<file path="config.mk">
export PLATFORM = sky130hd
export DESIGN_NAME = status_field_line_encoder
export DESIGN_NICKNAME = d
export VERILOG_FILES = /design/src/rtl/sfle_pkg.sv /design/src/rtl/status_field_line_encoder.sv /design/src/rtl/sfle_front.sv /design/src/rtl/sfle_queue.sv /design/src/rtl/sfle_back.sv
export VERILOG_INCLUDE_DIRS = /design/src /design/src/rtl
export SDC_FILE = /design/constraint.sdc
export NUM_CORES = 1
export LEC_CHECK = 0
export BUFFER_PORTS_ARGS = -buffer_cell sky130_fd_sc_hd__buf_2
export CAP_MARGIN = 15
export CORE_UTILIZATION = 40
export CTS_CLUSTER_DIAMETER = 30
export DETAILED_ROUTE_END_ITERATION = 8
export GPL_TIMING_DRIVEN = 0
export PLACE_DENSITY = 0.65
export SETUP_SLACK_MARGIN = 0.15
export SLEW_MARGIN = 40
export SYNTH_ARGS = -nofsm -noshare
export SYNTH_HDL_FRONTEND = slang
export SYNTH_SLANG_ARGS = --single-unit
</file>
<file path="constraint.sdc">
create_clock -name clk -period 10 [get_ports clk]
set_input_delay 2 -clock clk [delete_from_list [all_inputs] [get_ports clk]]
set_output_delay 2 -clock clk [all_outputs]
set_load 0.05 [all_outputs]
</file>
<file path="src/rtl/status_field_line_encoder_macros.svh">
// Assertion macros shared by the status field line encoder.
`ifndef STATUS_FIELD_LINE_ENCODER_MACROS_SVH
`define STATUS_FIELD_LINE_ENCODER_MACROS_SVH

// Same-cycle implication, disabled while reset is asserted.
`define SFLE_ASSERT_NOW(label, clk, rst_n, ante, cons, msg) \
	label: assert property (@(posedge clk) disable iff (!rst_n) (ante) |-> (cons)) \
		else $error(msg);

// Next-cycle implication, disabled while reset is asserted.
`define SFLE_ASSERT_NEXT(label, clk, rst_n, ante, cons, msg) \
	label: assert property (@(posedge clk) disable iff (!rst_n) (ante) |=> (cons)) \
		else $error(msg);

`endif

</file>
<file path="src/rtl/sfle_pkg.sv">
// Types, constants and the static table lookup of the status field line encoder.
`default_nettype none
package sfle_pkg;

	localparam int CODE_W      = 10;
	localparam int BYTE_W      = 8;
	localparam int QUEUE_DEPTH = 2;

	localparam logic [CODE_W-1:0] CODE_MIN     = 10'd100;
	localparam logic [CODE_W-1:0] CODE_MAX     = 10'd999;
	localparam logic [6:0]        PREFIX_FULL6 = 7'd63;

	localparam logic [BYTE_W-1:0] PAT_INDEXED   = 8'hc0;
	localparam logic [BYTE_W-1:0] IDX_FULL_BYTE = PAT_INDEXED | {1'b0, PREFIX_FULL6};
	localparam logic [BYTE_W-1:0] LIT_NAME_B0   = 8'h5f;
	localparam logic [BYTE_W-1:0] LIT_NAME_B1   = 8'h09;
	localparam logic [BYTE_W-1:0] LIT_LEN_B2    = 8'h03;
	localparam logic [BYTE_W-1:0] ASCII_ZERO    = 8'h30;
	localparam logic [BYTE_W-1:0] BAD_BYTE      = 8'h00;

	localparam logic [2:0] LIT_LAST_CNT = 3'd5;

	typedef enum logic [1:0] {
		KIND_BAD,
		KIND_IDX1,
		KIND_IDX2,
		KIND_LIT
	} kind_t;

	typedef struct packed {
		kind_t             kind;
		logic [BYTE_W-1:0] tab_byte;
		logic [CODE_W-1:0] code;
		logic [3:0]        hund;
	} entry_t;

	typedef struct packed {
		logic full;
		logic empty;
	} qstat_t;

	// Returns the static table index of a code, or zero when it has none.
	function automatic logic [6:0] static_index(input logic [CODE_W-1:0] code);
		logic [6:0] idx;
		case (code)
			10'd103: idx = 7'd24;
			10'd200: idx = 7'd25;
			10'd304: idx = 7'd26;
			10'd404: idx = 7'd27;
			10'd503: idx = 7'd28;
			10'd100: idx = 7'd63;
			10'd204: idx = 7'd64;
			10'd206: idx = 7'd65;
			10'd302: idx = 7'd66;
			10'd400: idx = 7'd67;
			10'd403: idx = 7'd68;
			10'd421: idx = 7'd69;
			10'd425: idx = 7'd70;
			10'd500: idx = 7'd71;
			default: idx = 7'd0;
		endcase
		return idx;
	endfunction

endpackage
`default_nettype wire

</file>
<file path="src/rtl/status_field_line_encoder.sv">
// A taken code goes into the queue, then the back end loads it and registers its first byte.
// Throughput: one byte per cycle while not stalled; a field line has one, two or six bytes.
// The byte sequencer in the back end sets that rate; a queued code follows with no gap.
// Reset clears the queue pointers, the sequencer and the output valid flag asynchronously.
`default_nettype none
`include "status_field_line_encoder_macros.svh"
module status_field_line_encoder #(
	parameter int QueueDepth = sfle_pkg::QUEUE_DEPTH
) (
	input  wire logic                        clk,
	input  wire logic                        arst_n,
	input  wire logic [sfle_pkg::CODE_W-1:0] status_code,
	input  wire logic                        code_valid,
	output logic                             code_stall,
	output logic [sfle_pkg::BYTE_W-1:0]      out_byte,
	output logic                             last_byte,
	output logic                             bad_code,
	output logic                             byte_valid,
	input  wire logic                        byte_stall
);
	import sfle_pkg::*;

	qstat_t qstat;
	entry_t wr_entry;
	entry_t head;
	logic   push;
	logic   pop;

	sfle_front u_front (
		.status_code (status_code),
		.code_valid  (code_valid),
		.code_stall  (code_stall),
		.qstat       (qstat),
		.push        (push),
		.entry       (wr_entry)
	);

	sfle_queue #(
		.Depth (QueueDepth)
	) u_queue (
		.clk      (clk),
		.arst_n   (arst_n),
		.push     (push),
		.wr_entry (wr_entry),
		.pop      (pop),
		.head     (head),
		.qstat    (qstat)
	);

	sfle_back u_back (
		.clk        (clk),
		.arst_n     (arst_n),
		.head       (head),
		.qstat      (qstat),
		.pop        (pop),
		.out_byte   (out_byte),
		.last_byte  (last_byte),
		.bad_code   (bad_code),
		.byte_valid (byte_valid),
		.byte_stall (byte_stall)
	);

	`SFLE_ASSERT_NOW(a_bad_single, clk, arst_n, byte_valid && bad_code, last_byte && (out_byte == BAD_BYTE), "Bad code word is not a single zero byte.")
	`SFLE_ASSERT_NEXT(a_line_no_gap, clk, arst_n, byte_valid && !byte_stall && !last_byte, byte_valid, "Field line has a gap between bytes.")
	`SFLE_ASSERT_NOW(a_full_prefix_cont, clk, arst_n, byte_valid && !bad_code && (out_byte == IDX_FULL_BYTE), !last_byte, "Full index prefix ends a field line.")

endmodule
`default_nettype wire

</file>
<file path="src/rtl/sfle_front.sv">
// Front end: accepts status codes and classifies each into a queue entry.
`default_nettype none
module sfle_front (
	input  wire logic [sfle_pkg::CODE_W-1:0] status_code,
	input  wire logic                        code_valid,
	output logic                             code_stall,
	input  wire sfle_pkg::qstat_t            qstat,
	output logic                             push,
	output sfle_pkg::entry_t                 entry
);
	import sfle_pkg::*;

	logic [6:0]  idx;
	logic [15:0] hund_prod;
	logic        out_of_range;

	always_comb begin
		idx          = static_index(status_code);
		hund_prod    = 16'(status_code) * 16'd41;
		out_of_range = (status_code < CODE_MIN) || (status_code > CODE_MAX);

		entry.code = status_code;
		entry.hund = hund_prod[15:12];
		if (out_of_range) begin
			entry.kind     = KIND_BAD;
			entry.tab_byte = BAD_BYTE;
		end else if (idx == 7'd0) begin
			entry.kind     = KIND_LIT;
			entry.tab_byte = BAD_BYTE;
		end else if (idx < PREFIX_FULL6) begin
			entry.kind     = KIND_IDX1;
			entry.tab_byte = PAT_INDEXED | {1'b0, idx};
		end else begin
			entry.kind     = KIND_IDX2;
			entry.tab_byte = {1'b0, idx - PREFIX_FULL6};
		end

		code_stall = qstat.full;
		push       = code_valid && !qstat.full;
	end

endmodule
`default_nettype wire

</file>
<file path="src/rtl/sfle_queue.sv">
// Short queue of classified words between the front and back ends.
`default_nettype none
module sfle_queue #(
	parameter int Depth = sfle_pkg::QUEUE_DEPTH
) (
	input  wire logic             clk,
	input  wire logic             arst_n,
	input  wire logic             push,
	input  wire sfle_pkg::entry_t wr_entry,
	input  wire logic             pop,
	output sfle_pkg::entry_t      head,
	output sfle_pkg::qstat_t      qstat
);
	import sfle_pkg::*;

	localparam int PtrW = (Depth > 1) ? $clog2(Depth) : 1;
	localparam int CntW = $clog2(Depth + 1);

	entry_t          mem_q [Depth];
	logic [PtrW-1:0] wr_ptr_q;
	logic [PtrW-1:0] rd_ptr_q;
	logic [CntW-1:0] count_q;
	logic            do_push;
	logic            do_pop;

	always_comb begin
		qstat.full  = (count_q == CntW'(Depth));
		qstat.empty = (count_q == '0);
		do_push     = push && !qstat.full;
		do_pop      = pop && !qstat.empty;
		head        = mem_q[rd_ptr_q];
	end

	always_ff @(posedge clk or negedge arst_n) begin
		if (!arst_n) begin
			wr_ptr_q <= '0;
			rd_ptr_q <= '0;
			count_q  <= '0;
		end else begin
			if (do_push) begin
				wr_ptr_q <= (wr_ptr_q == PtrW'(Depth - 1)) ? '0 : wr_ptr_q + 1'b1;
			end
			if (do_pop) begin
				rd_ptr_q <= (rd_ptr_q == PtrW'(Depth - 1)) ? '0 : rd_ptr_q + 1'b1;
			end
			if (do_push && !do_pop) begin
				count_q <= count_q + 1'b1;
			end else if (do_pop && !do_push) begin
				count_q <= count_q - 1'b1;
			end
		end
	end

	always_ff @(posedge clk) begin
		if (do_push) begin
			mem_q[wr_ptr_q] <= wr_entry;
		end
	end

endmodule
`default_nettype wire

</file>
<file path="src/rtl/sfle_back.sv">
// Back end: steps through the bytes of each field line into the output register.
`default_nettype none
module sfle_back (
	input  wire logic                        clk,
	input  wire logic                        arst_n,
	input  wire sfle_pkg::entry_t            head,
	input  wire sfle_pkg::qstat_t            qstat,
	output logic                             pop,
	output logic [sfle_pkg::BYTE_W-1:0]      out_byte,
	output logic                             last_byte,
	output logic                             bad_code,
	output logic                             byte_valid,
	input  wire logic                        byte_stall
);
	import sfle_pkg::*;

	logic              busy_q;
	kind_t             kind_q;
	logic [2:0]        cnt_q;
	logic [BYTE_W-1:0] tab_q;
	logic [3:0]        hund_q;
	logic [6:0]        rem_q;
	logic [3:0]        tens_q;

	logic              ovalid_q;
	logic [BYTE_W-1:0] obyte_q;
	logic              olast_q;
	logic              obad_q;

	logic              adv;
	logic              cur_last;
	logic              load;
	logic [BYTE_W-1:0] cur_byte;
	logic [CODE_W-1:0] hund_x100;
	logic [CODE_W-1:0] rem_full;
	logic [14:0]       tens_prod;
	logic [6:0]        tens_x10;
	logic [6:0]        ones_full;

	always_comb begin
		hund_x100 = {head.hund, 6'b0} + {1'b0, head.hund, 5'b0} + {4'b0, head.hund, 2'b0};
		rem_full  = head.code - hund_x100;
		tens_prod = 15'(rem_q) * 15'd205;
		tens_x10  = {tens_q, 3'b0} + {2'b0, tens_q, 1'b0};
		ones_full = rem_q - tens_x10;

		case (kind_q)
			KIND_BAD:  cur_last = (cnt_q == 3'd0);
			KIND_IDX1: cur_last = (cnt_q == 3'd0);
			KIND_IDX2: cur_last = (cnt_q == 3'd1);
			KIND_LIT:  cur_last = (cnt_q == LIT_LAST_CNT);
			default:   cur_last = 1'b1;
		endcase

		case (kind_q)
			KIND_BAD:  cur_byte = BAD_BYTE;
			KIND_IDX1: cur_byte = tab_q;
			KIND_IDX2: cur_byte = (cnt_q == 3'd0) ? IDX_FULL_BYTE : tab_q;
			KIND_LIT: begin
				case (cnt_q)
					3'd0:    cur_byte = LIT_NAME_B0;
					3'd1:    cur_byte = LIT_NAME_B1;
					3'd2:    cur_byte = LIT_LEN_B2;
					3'd3:    cur_byte = ASCII_ZERO | {4'b0, hund_q};
					3'd4:    cur_byte = ASCII_ZERO | {4'b0, tens_q};
					default: cur_byte = ASCII_ZERO | {4'b0, ones_full[3:0]};
				endcase
			end
			default:   cur_byte = BAD_BYTE;
		endcase

		adv  = busy_q && (!ovalid_q || !byte_stall);
		load = !qstat.empty && (!busy_q || (adv && cur_last));
		pop  = load;

		out_byte   = obyte_q;
		last_byte  = olast_q;
		bad_code   = obad_q;
		byte_valid = ovalid_q;
	end

	always_ff @(posedge clk or negedge arst_n) begin
		if (!arst_n) begin
			busy_q   <= 1'b0;
			cnt_q    <= 3'd0;
			ovalid_q <= 1'b0;
		end else begin
			if (load) begin
				busy_q <= 1'b1;
				cnt_q  <= 3'd0;
			end else if (adv) begin
				busy_q <= !cur_last;
				cnt_q  <= cnt_q + 3'd1;
			end
			if (adv) begin
				ovalid_q <= 1'b1;
			end else if (ovalid_q && !byte_stall) begin
				ovalid_q <= 1'b0;
			end
		end
	end

	always_ff @(posedge clk) begin
		tens_q <= tens_prod[14:11];
		if (load) begin
			kind_q <= head.kind;
			tab_q  <= head.tab_byte;
			hund_q <= head.hund;
			rem_q  <= rem_full[6:0];
		end
		if (adv) begin
			obyte_q <= cur_byte;
			olast_q <= cur_last;
			obad_q  <= (kind_q == KIND_BAD);
		end
	end

endmodule
`default_nettype wire

</file>
Word-level counts from Yosys, hierarchy flattened
Memories as Yosys holds them, arrays and structs flattened.
Index checks and enable logic that the tools add are counted.
Cells by class
  add/subtract/negate cells: 11
  multipliers: 2
  $lt $le $gt $ge: 3
  equality and inequality tests: 23
  muxes and demuxes: 20
  reduce and logical (&&, ||, !) cells: 28
Operators with widths (number)
  $pmux 7 s14: 1
  $eq 10x9->1 const B: 9
  $pmux 7 s5: 1
  $pmux 8 s4: 1
  $eq 10x8->1 const B: 3
  $mux 10: 3
  $eq 10x7->1 const B: 2
  $mul 10x6->16 const B: 1
  $mul 7x8->15 const B: 1
  $gt 10x10->1 const B: 1
  $lt 10x7->1 const B: 1
  $logic_and 1x1->1: 9
  $logic_not 1->1: 8
  $mux 1: 8
  $mux 8: 1
  $add 7x6->7: 1
  $add 7x7->7: 1
  $logic_not 7->1: 1
  $lt 7x6->1 const B: 1
  $sub 7x6->7 const B: 1
  $sub 7x7->7: 1
  $eq 2x2->1 const B: 3
  $eq 3x2->1 const B: 2
  $eq 3x3->1 const B: 2
  other kinds (16): 24
Storage, ports and cells
  register bits after elaboration: 44
  bits in writable memories: 48
  output and inout bits: 12
  memories: 1
Memories
  u_queue.mem_q: words 2, width 24, read ports 1, clocked after memory_dff 0, wr ports 1, line sfle_queue.sv:19  | entry_t mem_q [Depth];

Logic depth before layout (Yosys ltp)
Gate-level depths: netlist of the first run.
  word-level depth: 10
  depth in mapped cells: 13
  mapped depth without buffers: 13

Hierarchy
Synthesis of the first run repeated with hierarchy kept, for this count alone.
Second synthesis, totals
  cells, all modules: 511
  area total of the unflattened synthesis: 6125.9 µm²
By module, submodules not included
  sfle_back: instances 1, cells an instance 259, area each 2816.5 µm²
  sfle_queue: instances 1, cells an instance 94, area each 2030.7 µm²
  sfle_front: instances 1, cells an instance 158, area each 1278.7 µm²

Least setup slack after synthesis of the first run
OpenSTA, ideal clock, no wires.
  kind: input to register
  from: in status_code[2] in the netlist's numbering
  to: mem u_queue.mem_q[0][1] in the netlist's numbering, data pin
  setup time: 269 ps
  arrival: 4228 ps
  setup slack: 5503 ps
  stages on the path: 9
  buffers on the path: 0
  path through: ha_1 -> fa_1 -> ha_1 -> ha_1 -> a21oi_1 -> o21ai_0 -> a211oi_1 -> a21oi_1 -> xor2_1
RTL lines
  from (decl): line status_field_line_encoder.sv:12  | input wire logic [sfle_pkg::CODE_W-1:0] status_code,
  to (decl): line sfle_queue.sv:19

==> reports/metrics.sh, run 1 <==
ANTENNA_CELLS_INSERTED=0
TIMING.SLEW.HEADROOM=0.505
NUM_VIAS=3792
FIRST_GLOBAL_VIAS=3684
FINAL_COUNT_OF_NEGATIVE_SETUP_SLACK_ENDPOINTS=0
DRTANTENNAVIOLNETS=0
FINAL_NET_COUNT=655
WORST_SETUP_HOLD_PATH_CLK_SLEW_NS=0.07
DIE_AREA_SQ_UM=15000
TIMING.CRITICAL_PATH.MODE_CELL='sky130_fd_sc_hd__ha_1'
HOLD_REMOVAL_PATH_CLASS='flip-flop to flip-flop'
BUFFER_DEPTH_OF_THE_LONGEST_CLOCK_PATH=2
OUTCOME='completed'
SYNTH_ENABLE_FLOP_CELLS=73
WL_MICRONS=10100
CTS_HOLD_BUF=0
TIMING_WORST_SLEW_PIN_VALUE_NS=0.743
VDD.IR_DROP.WORST_mV=0.138
FIN_WORST_SKEW_NS=0.00951
FP.DIEH_MICRONS=122
GRT_START_MAX_NET_PINS=27
FINAL_HOLD_VIOL_COUNT=0
LEAKAGE_nW=2.86
POWER_mW=2.12
PORT_BUFFERS=25
DR.FIRST_ITER.DRC_COUNT=230
TIMING.CRITICAL_PATH.CELLS='buf_2 -> ha_1 -> fa_1 -> ha_1 -> ha_1 -> a21oi_1 -> o21ai_0 -> a211oi_1 -> a21oi_1 -> o211ai_1'
POSTCTSRESIZEDCELLS=0
TOTAL_NUMBER_OF_YOSYS_WARNINGS=0
NETLIST_AREA_SQ_UM=5810
CAP_VIOLATIONS=0
TOP_LEVEL_I_O_COUNT=26
UNREPAIRED_SETUP_ENDPOINTS_AFTER_GLOBAL_ROUTING='false'
GRT_ANTENNA_BEFORE_REPAIR=0
SYNTH.MOST_COMMON_CELL='sky130_fd_sc_hd__ha_1'
POST-ROUTE-MIN-PERIOD_NS=4.66
POST_CTS_SETUP_REPAIR_BUFS=0
CLOCK_SINKS=86
SYNTH_TOP_CELL_BY_AREA='sky130_fd_sc_hd__edfxtp_1'
CRITICAL_PATH.MAX_STAGE_DELAY_NS=0.48
GP_ROUTABILITY_CONGESTION=0.834
CRITPATHLAUNCHTYPE='input pin'
REMAINING_DRC_ERRORS=0
CTS_ROOT_BUF='sky130_fd_sc_hd__clkbuf_16'
START_UTIL=0.413
DRT-VIAS-PER-INSTANCE=5.22
H-TREE-DEPTH=3
WORSTPATHARRIVAL_NS=4.81
WORST-ENDPOINT-REQUIRED_NS=10.15
FINALCRITPERIODSHARE=0.466
FP.DIEW_MICRONS=122
SETUP_TNS_NS=0
TRITONCTS_CLOCK_TREE='done'
AREAGROWTHSYNTHTOFINISH_PCT=12.3
LARGEST_FANOUT_ON_THE_CRITICAL_PATH=10
CRITPATHCAPTURETYPE='flip-flop'
POST-DP-HPWL_MICRONS=7860
POWER.DENSITY_CELL_AREA_nW_PER_UM2=324
NUMCTSBUFFERS=9
GLOBAL_ROUTE.OVERFLOW_TOTAL=0
SYNTH_SEQUENTIAL_AREA_RATIO=0.430
ROUTE.DETAILED.WL_PER_INST_MICRONS=13.9
CORE_AREA_SQ_UM=14000
DRT_FIRST_PASS_ITERS=4
CLOCK_LATENCY_NS=0.34
SYNTH.DISTINCT_CELLS=66
GRT_PASS1_WL_MICRONS=16900
POSTSYNTH.ASYNCRESETSHARE=0.105
GLOBALROUTETOTALUTIL=0.142
WORST-SETUP-PATH-TYPE='input pin to flip-flop'
SYNTH.FF_LATCH_COUNT=86
FINAL_LAYOUT_SIZE_SUFFIX_GT1_FRAC=0.157
SYNTHCELLS=503
SYNTH_TOP_CELLS_BY_AREA='sky130_fd_sc_hd__edfxtp_1 (38%), sky130_fd_sc_hd__ha_1 (19%), sky130_fd_sc_hd__fa_1 (4.1%)'
CPMAXSTAGEDELAYCELL='sky130_fd_sc_hd__a211oi_1'
SYNTH_FF_TYPE='sky130_fd_sc_hd__edfxtp_1'
SYNTH_TOP_AREA_SHARE=0.378
PLACEMENT_ROWS=43
FMAX_MHz=215
SLEW_VIOLATIONS=0
SYN_AREA_PER_CELL_SQ_UM=11.5
FILL_CELLS=1245
SYNTH_TOP_CELLS_BY_COUNT='sky130_fd_sc_hd__ha_1 (87), sky130_fd_sc_hd__edfxtp_1 (73), sky130_fd_sc_hd__inv_1 (56), sky130_fd_sc_hd__nor2_1 (32)'
## final timing paths
kind | startpoint | endpoint | slack (ns) | depth (start not counted)
max in group asynchronous | arst_n | u_queue.rd_ptr_q | 8.30 | 1
min in group asynchronous | arst_n | u_queue.count_q[0] | 1.51 | 1
worst max-delay path | status_code[4] | u_queue.mem_q[0][3] | 5.34 | 10
worst min-delay path | u_queue.count_q[1] | u_queue.count_q[1] | 0.51 | 1
worst min register to register | u_queue.count_q[1] | u_queue.count_q[1] | 0.51 | 1
worst max register to register | u_back.rem_q[4] | u_back.tens_q[2] | 6.35 | 13
## critical path: cells and delay by family
kind	cells	cell delay, ns
buffers and inverters	1	0.20
AO/OA/AOI/OAI	5	1.21
adder cells (fa/ha/maj)	4	1.38
## final cells by class
type | count | area [sq um] | share of cell area
clock inverter | 7 | 78.8 | 0.0121
clock buffer | 9 | 225 | 0.0345
timing repair buffer | 27 | 168 | 0.0257
multi-input combinational | 348 | 3040 | 0.467
sequential | 86 | 2500 | 0.383
tap | 180 | 225 | 0.0345
inverter | 56 | 210 | 0.0322
buffer | 14 | 75.1 | 0.0115
## layout by cell type, fill, tap and decap left out, drive strengths merged, types with 10 or more instances in the layout
master,count
a21oi,24
clkbuf,14
nor2,32
xor2,12
inv,59
nor3,10
o21ai,15
xnor2,10
fa,12
mux2,16
nand2,24
ha,87
edfxtp,73
buf,36
## where the power goes
part           internal [mW]  leakage (nW)  switching, mW  total, mW
clock network          0.177         0.148          0.151      0.328
logic                  0.518          1.89          0.672       1.19
registers              0.544         0.816         0.0545      0.598
total                   1.24          2.86          0.877       2.12
## routing by layer
layer	wire length, microns	global-route usage
met5	0	0
met2	4840	0.238
met4	148	0.0457
met3	263	0.0200
met1	4880	0.190
## stage by stage
step / hold WS [ns] / instance area, sq um / instances / setup slack [ns] / utilization
floorplan: 0.461 / 5810 / 504 / 5.50 / -
global placement: 0.475 / 6160 / 709 / 5.07 / 0.439
detailed placement: 0.498 / 6190 / 710 / 5.01 / 0.441
CTS: 0.510 / 6490 / 726 / 5.34 / 0.463
global route: 0.519 / 6520 / 727 / 5.15 / 0.464
finish: 0.508 / 6520 / 727 / 5.34 / 0.464
## sequential cells by signal (all words and copies together) (netlist names), 2 cells and up
signal,cells
u_back.tab_q,8
u_queue.count_q,2
u_back.kind_q,2
u_back.out_byte,8
u_back.rem_q,7
u_back.cnt_q,3
u_queue.mem_q,42
u_back.hund_q,4
u_back.tens_q,4
## logic make-up after synthesis
logic type,share of synthesized area
and+or+nand+nor,0.120
adders and majority gates,0.229
other,0.000646
muxes,0.0414
DFF,0.430
AOI/OAI and AO/OA,0.0931
buffers and inverters,0.0491
xor gates and xnor gates,0.0371
(Power assumes the default switching activity.)
==> run 2: changes to the inputs <==
Settings changed: PLACE_DENSITY 0.65 to 0.67.
Clock period 10 ns to 4.05 ns, I/O delays scaled along.
==> run 2 against run 1 <==
Core utilization fell by 0.080 points. Non-clock buffer count did not move. Wire length rose by 4.1%. Design area fell by 0.17%. Total power rose by 150%. Global-route usage rose by 0.73 points. Final cell count did not move. Clock-buffer cell count did not move. Die area did not move. Clock power rose by 140%. Critical path type is now flip-flop to flip-flop. Critical endpoint is now u_back.tens_q[2].
==> reports/metrics.sh, run 2 (synthesis results as in run 1) <==
OUTCOME='completed'
GRT_START_MAX_NET_PINS=27
LEAKAGE_nW=2.85
CLOCK_LATENCY_NS=0.33
POST-DP-HPWL_MICRONS=8060
SWITCHING_SHARE=0.418
DRTANTENNAVIOLNETS=0
TRITONCTS_CLOCK_TREE='done'
GLOBALROUTETOTALUTIL=0.150
DIE_AREA_SQ_UM=15000
LARGEST_FANOUT_ON_THE_CRITICAL_PATH=4
POSTCTSRESIZEDCELLS=0
H-TREE-DEPTH=3
WORST_SETUP_HOLD_PATH_CLK_SLEW_NS=0.07
START_UTIL=0.413
REGTOREGENDPOINT='u_back.tens_q[2]'
AREAGROWTHSYNTHTOFINISH_PCT=12.2
WL_MICRONS=10600
STDCELL_AREA_SQ_UM=6510
WORST-ENDPOINT-REQUIRED_NS=4.27
FINALCRITPERIODSHARE=0.885
FINAL_LAYOUT_SIZE_SUFFIX_GT1_FRAC=0.157
POST_CTS_SETUP_REPAIR_BUFS=0
TOP_LEVEL_I_O_COUNT=26
CLOCK_POWER_SHARE=0.153
GP_ROUTABILITY_CONGESTION=0.867
COMB_POWER_SHARE=0.565
GLOBAL_ROUTE.OVERFLOW_TOTAL=0
UNREPAIRED_SETUP_ENDPOINTS_AFTER_GLOBAL_ROUTING='false'
CLOCK_SINKS=86
FMAX_MHz=279
WORST-SETUP-PATH-TYPE='flip-flop to flip-flop'
FINAL_NET_COUNT=655
FP.DIEH_MICRONS=122
FINAL_HOLD_VIOL_COUNT=0
ANTENNA_CELLS_INSERTED=0
DRT_FIRST_PASS_ITERS=5
CRITPATHLAUNCH='u_back.rem_q[4]'
ROUTE.DETAILED.WL_PER_INST_MICRONS=14.5
NUM_VIAS=3842
SWITCHINGPOWER_mW=2.19
DRT-VIAS-PER-INSTANCE=5.28
CORE_AREA_SQ_UM=14000
WORSTREG2REGSTART='u_back.rem_q[4]'
LARGEST_REGISTER_FF_COUNT=42
VDD.IR_DROP.WORST_mV=0.371
SETUP_TNS_NS=0
CRITPATHCAPTURETYPE='flip-flop'
PLACEMENT_ROWS=43
GRT_ANTENNA_BEFORE_REPAIR=0
FIRST_GLOBAL_VIAS=3784
POST-ROUTE-MIN-PERIOD_NS=3.58
NUMCTSBUFFERS=9
MOST-COMMON-LAYOUT-CELLS='sky130_fd_sc_hd__ha_1 (87), sky130_fd_sc_hd__edfxtp_1 (73), sky130_fd_sc_hd__inv_1 (56)'
CTS_ROOT_BUF='sky130_fd_sc_hd__clkbuf_16'
FINAL_COUNT_OF_NEGATIVE_SETUP_SLACK_ENDPOINTS=0
MOSTFREQUENTLAYOUTCELL='sky130_fd_sc_hd__ha_1'
POWER.DENSITY_CELL_AREA_nW_PER_UM2=804
MAX_FLOP_REGISTER='u_queue.mem_q'
FP.DIEW_MICRONS=122
POWER_REPORT.INTERNAL_TOTAL_mW=3.05
TIMING_WORST_SLEW_PIN_VALUE_NS=0.768
SLEW_VIOLATIONS=0
FIN_WORST_SKEW_NS=0.0100
BUFFER_DEPTH_OF_THE_LONGEST_CLOCK_PATH=2
RRSETUPSLACK_NS=0.47
SEQPWRFRAC=0.282
HOLD_REMOVAL_PATH_CLASS='input pin to asynchronous set/reset pin'
PORT_BUFFERS=25
GRT_PASS1_WL_MICRONS=17800
CRITPATHLAUNCHTYPE='flip-flop'
WORSTPATHARRIVAL_NS=3.80
DR.FIRST_ITER.DRC_COUNT=250
REMAINING_DRC_ERRORS=0
CAP_VIOLATIONS=0
TIMING.SLEW.HEADROOM=0.488
PLACEDINSTANCEAREA_SQ_UM=6190
CELL_DEPTH_OF_THE_WORST_FLOP_TO_FLOP_PATH=11
CTS_HOLD_BUF=0
[run 2: cell count changes in the layout (fill, tap and decap cells not counted)]
cell / delta
sky130_fd_sc_hd__buf_8: +1
sky130_fd_sc_hd__clkinvlp_4: +1
sky130_fd_sc_hd__buf_16: -1
sky130_fd_sc_hd__inv_8: +1
sky130_fd_sc_hd__inv_6: -2
[run 2: worst max path at each step]
stage	endpoint	depth (start not counted)
after floorplan	u_back.tens_q[2]	13
after global placement	u_queue.mem_q[0][1]	10
after detailed placement	u_queue.mem_q[0][1]	12
after CTS	u_back.tens_q[2]	11
after global routing	u_back.tens_q[2]	13
final	u_back.tens_q[2]	11
[run 2: per-layer routing]
layer | routed length [microns] | GRT usage | vias to the layer above
li1 | - | - | 1898
met1 | 4970 | 0.196 | 1852
met2 | 5230 | 0.261 | 83
met3 | 266 | 0.0223 | 9
met4 | 78 | 0.0313 | 0
met5 | 0 | 0 | -
[run 2: final cells by class]
type	count	area [sq um]
clock inverter	7	80.1
sequential	86	2500
clock buffer	9	225
inverter	56	210
multi-input combinational	348	3040
buffer	14	75.1
fill	1245	7530
timing repair buffer	27	155
tap	180	225
[run 2: through the flow]
step / setup slack, ns / hold slack (ns) / std cells / util / total power [mW]
6_report: 0.466 / 0.321 / 727 / 0.464 / 5.23
5_1_grt: 0.280 / 0.325 / 727 / 0.464 / 5.71
4_1_cts: 0.443 / 0.327 / 726 / 0.463 / 5.28
3_5_place_dp: 0.285 / 0.486 / 710 / 0.441 / 4.42
3_3_place_gp: 0.324 / 0.475 / 709 / 0.439 / 4.29
2_1_floorplan: 0.652 / 0.461 / 504 / - / 3.75
[run 2: power groups by stage]
stage               logic (mW)  clock network [mW]  registers (mW)
floorplan                 2.18                   0            1.58
global placement          2.81                   0            1.48
detailed placement        2.93                   0            1.49
CTS                       2.98               0.817            1.48
global route              3.35               0.855            1.50
finish                    2.96               0.799            1.48
[run 2: critical path, stage by stage, from the launching register on]
cell and delay (ns):
sky130_fd_sc_hd__edfxtp_1 0.46, sky130_fd_sc_hd__ha_1 0.33, sky130_fd_sc_hd__ha_1 0.30, sky130_fd_sc_hd__fa_1 0.52, sky130_fd_sc_hd__inv_1 0.06, sky130_fd_sc_hd__fa_1 0.50
sky130_fd_sc_hd__inv_1 0.04, sky130_fd_sc_hd__ha_1 0.30, sky130_fd_sc_hd__a311oi_2 0.26, sky130_fd_sc_hd__o211ai_2 0.16, sky130_fd_sc_hd__a21o_1 0.22, sky130_fd_sc_hd__a311o_1 0.35
==> run 3: changes to the inputs <==
Settings changed: CORE_UTILIZATION 40 to 50, PLACE_DENSITY 0.67 to 0.79.
==> run 3 against run 2 <==
Final cell count is 5.6% lower. Highest routed layer unchanged. Core utilization is 12 points higher. Critical path depth is 2 higher. Clock power is 3.4% higher. Total power is 0.51% higher. Largest power group unchanged. Sequential cell count stayed put. Sequential power hardly changed. Wire length is 3.2% lower. Maximum frequency is 1.8% lower.
==> reports/metrics.sh, run 3 (synthesis results as in run 1) <==
TIMING_WORST_SLEW_PIN_VALUE_NS=0.763
SETUP_TNS_NS=0
FIN_WORST_SKEW_NS=0.00636
REGTOREGENDPOINT='u_back.tens_q[2]'
FIRST_GLOBAL_VIAS=3893
POST-DP-HPWL_MICRONS=7740
CRITPATHCAPTURETYPE='flip-flop'
WL_MICRONS=10200
FILL_CELLS=873
POWER.DENSITY_CELL_AREA_nW_PER_UM2=816
TRITONCTS_CLOCK_TREE='done'
MOST-COMMON-LAYOUT-CELLS='sky130_fd_sc_hd__ha_1 (87), sky130_fd_sc_hd__edfxtp_1 (73), sky130_fd_sc_hd__inv_1 (56)'
LAYOUT_SETUP_WS_NS=0.401
TIMING.SLEW.HEADROOM=0.491
GLOBAL_ROUTE.OVERFLOW_TOTAL=0
GLOBALROUTETOTALUTIL=0.185
CAP_VIOLATIONS=0
CTS_HOLD_BUF=0
CRITPATHLAUNCHTYPE='flip-flop'
DRT-VIAS-PER-INSTANCE=5.58
CORE_AREA_SQ_UM=11100
FP.DIEW_MICRONS=110
REMAINING_DRC_ERRORS=0
GRT_PASS1_WL_MICRONS=17200
FMAX_MHz=274
RRSETUPSLACK_NS=0.40
WORSTPATHARRIVAL_NS=3.93
MAX_FLOP_REGISTER='u_queue.mem_q'
H-TREE-DEPTH=3
GP_ROUTABILITY_CONGESTION=0.880
POST-ROUTE-MIN-PERIOD_NS=3.65
GRT_ANTENNA_BEFORE_REPAIR=0
CLOCK_SINKS=86
DR.FIRST_ITER.DRC_COUNT=189
FINAL_HOLD_VIOL_COUNT=0
MOSTFREQUENTLAYOUTCELL='sky130_fd_sc_hd__ha_1'
VDD.IR_DROP.WORST_mV=0.737
HOLD_REMOVAL_PATH_CLASS='input pin to asynchronous set/reset pin'
FINAL_NET_COUNT=654
PORT_BUFFERS=25
UNREPAIRED_SETUP_ENDPOINTS_AFTER_GLOBAL_ROUTING='false'
SLEW_VIOLATIONS=0
WORST-SETUP-PATH-TYPE='flip-flop to flip-flop'
FINALCRITPERIODSHARE=0.901
POSTCTSRESIZEDCELLS=0
CTS_ROOT_BUF='sky130_fd_sc_hd__clkbuf_16'
LARGEST_REGISTER_FF_COUNT=42
POWER_mW=5.26
OUTCOME='completed'
DRTANTENNAVIOLNETS=0
FINAL_LAYOUT_SIZE_SUFFIX_GT1_FRAC=0.156
WORST_SETUP_HOLD_PATH_CLK_SLEW_NS=0.07
START_UTIL=0.524
NUM_VIAS=3830
DRT_FIRST_PASS_ITERS=4
POST_CTS_SETUP_REPAIR_BUFS=0
FP.DIEH_MICRONS=110
CLOCK_LATENCY_NS=0.33
STDCELL_AREA_SQ_UM=6450
AREAGROWTHSYNTHTOFINISH_PCT=11.0
ROUTE.DETAILED.WL_PER_INST_MICRONS=14.9
DIE_AREA_SQ_UM=12000
TOP_LEVEL_I_O_COUNT=26
FINAL_COUNT_OF_NEGATIVE_SETUP_SLACK_ENDPOINTS=0
NUMCTSBUFFERS=9
LEAKAGE_nW=2.85
WORSTREG2REGSTART='u_back.rem_q[4]'
GRT_START_MAX_NET_PINS=27
LARGEST_FANOUT_ON_THE_CRITICAL_PATH=4
PLACEMENT_ROWS=38
CELL_DEPTH_OF_THE_WORST_FLOP_TO_FLOP_PATH=13
BUFFER_DEPTH_OF_THE_LONGEST_CLOCK_PATH=2
ANTENNA_CELLS_INSERTED=0
PLACEDINSTANCEAREA_SQ_UM=6140
WORST-ENDPOINT-REQUIRED_NS=4.33
PLACEMENT.SETUP.WORST_SLACK_NS=0.249
-- run 3: changes by cell type in the layout (fill, tap and decap cells not counted), sizes merged --
cell,previous run,this run
buf,36,35
inv,58,59
bufinv,0,1
clkinv,4,2
-- run 3: worst max-delay path, stage by stage, from the launching register on --
cell                        delay, ns
sky130_fd_sc_hd__edfxtp_1        0.46
sky130_fd_sc_hd__ha_1            0.34
sky130_fd_sc_hd__inv_1           0.06
sky130_fd_sc_hd__fa_1            0.50
sky130_fd_sc_hd__inv_1           0.04
sky130_fd_sc_hd__ha_1            0.26
sky130_fd_sc_hd__inv_1           0.05
sky130_fd_sc_hd__fa_1            0.49
sky130_fd_sc_hd__inv_1           0.04
sky130_fd_sc_hd__ha_1            0.28
sky130_fd_sc_hd__o211ai_1        0.23
sky130_fd_sc_hd__o211ai_2        0.17
sky130_fd_sc_hd__a2111oi_0       0.49
sky130_fd_sc_hd__a311o_1         0.18
-- run 3: how the worst max path moves through the flow --
| stage | from | to | slack (ns) |
|---|---|---|---|
| final | u_back.rem_q[4] | u_back.tens_q[2] | 0.40 |
| after global routing | u_back.rem_q[4] | u_back.tens_q[2] | 0.24 |
| after CTS | u_back.rem_q[4] | u_back.tens_q[2] | 0.39 |
| after detailed placement | status_code[4] | u_queue.mem_q[1][1] | 0.25 |
| after global placement | status_code[4] | u_queue.mem_q[0][1] | 0.35 |
| after floorplan | u_back.rem_q[4] | u_back.tens_q[2] | 0.65 |
-- run 3: area by class of cell --
class	count	area [sq um]	area share
multi-input combinational	348	3040	0.472
sequential	86	2500	0.387
clock buffer	9	225	0.0349
inverter	56	210	0.0326
tap	140	175	0.0272
timing repair buffer	26	140	0.0217
clock inverter	7	80.1	0.0124
buffer	14	75.1	0.0116
-- run 3: stage by stage --
step / util / hold slack, ns / cells
global placement: 0.552 / 0.476 / 669
finish: 0.582 / 0.311 / 686
detailed placement: 0.554 / 0.498 / 670
floorplan: - / 0.461 / 504
CTS: 0.582 / 0.314 / 686
global route: 0.582 / 0.322 / 686
-- run 3: per-layer routing --
| metal | GRT usage | part of all wire | vias up |
|---|---|---|---|
| met2 | 0.341 | 0.51 | 94 |
| met3 | 0.0249 | 0.034 | 27 |
| met5 | 0 | 0 | - |
| met1 | 0.209 | 0.43 | 1809 |
| li1 | - | - | 1900 |
| met4 | 0.0886 | 0.026 | 0 |
-- run 3: power by group --
group	leakage (nW)	switching, mW	internal (mW)
Clock	0.148	0.341	0.486
Sequential	0.816	0.134	1.34
Combinational	1.88	1.69	1.26
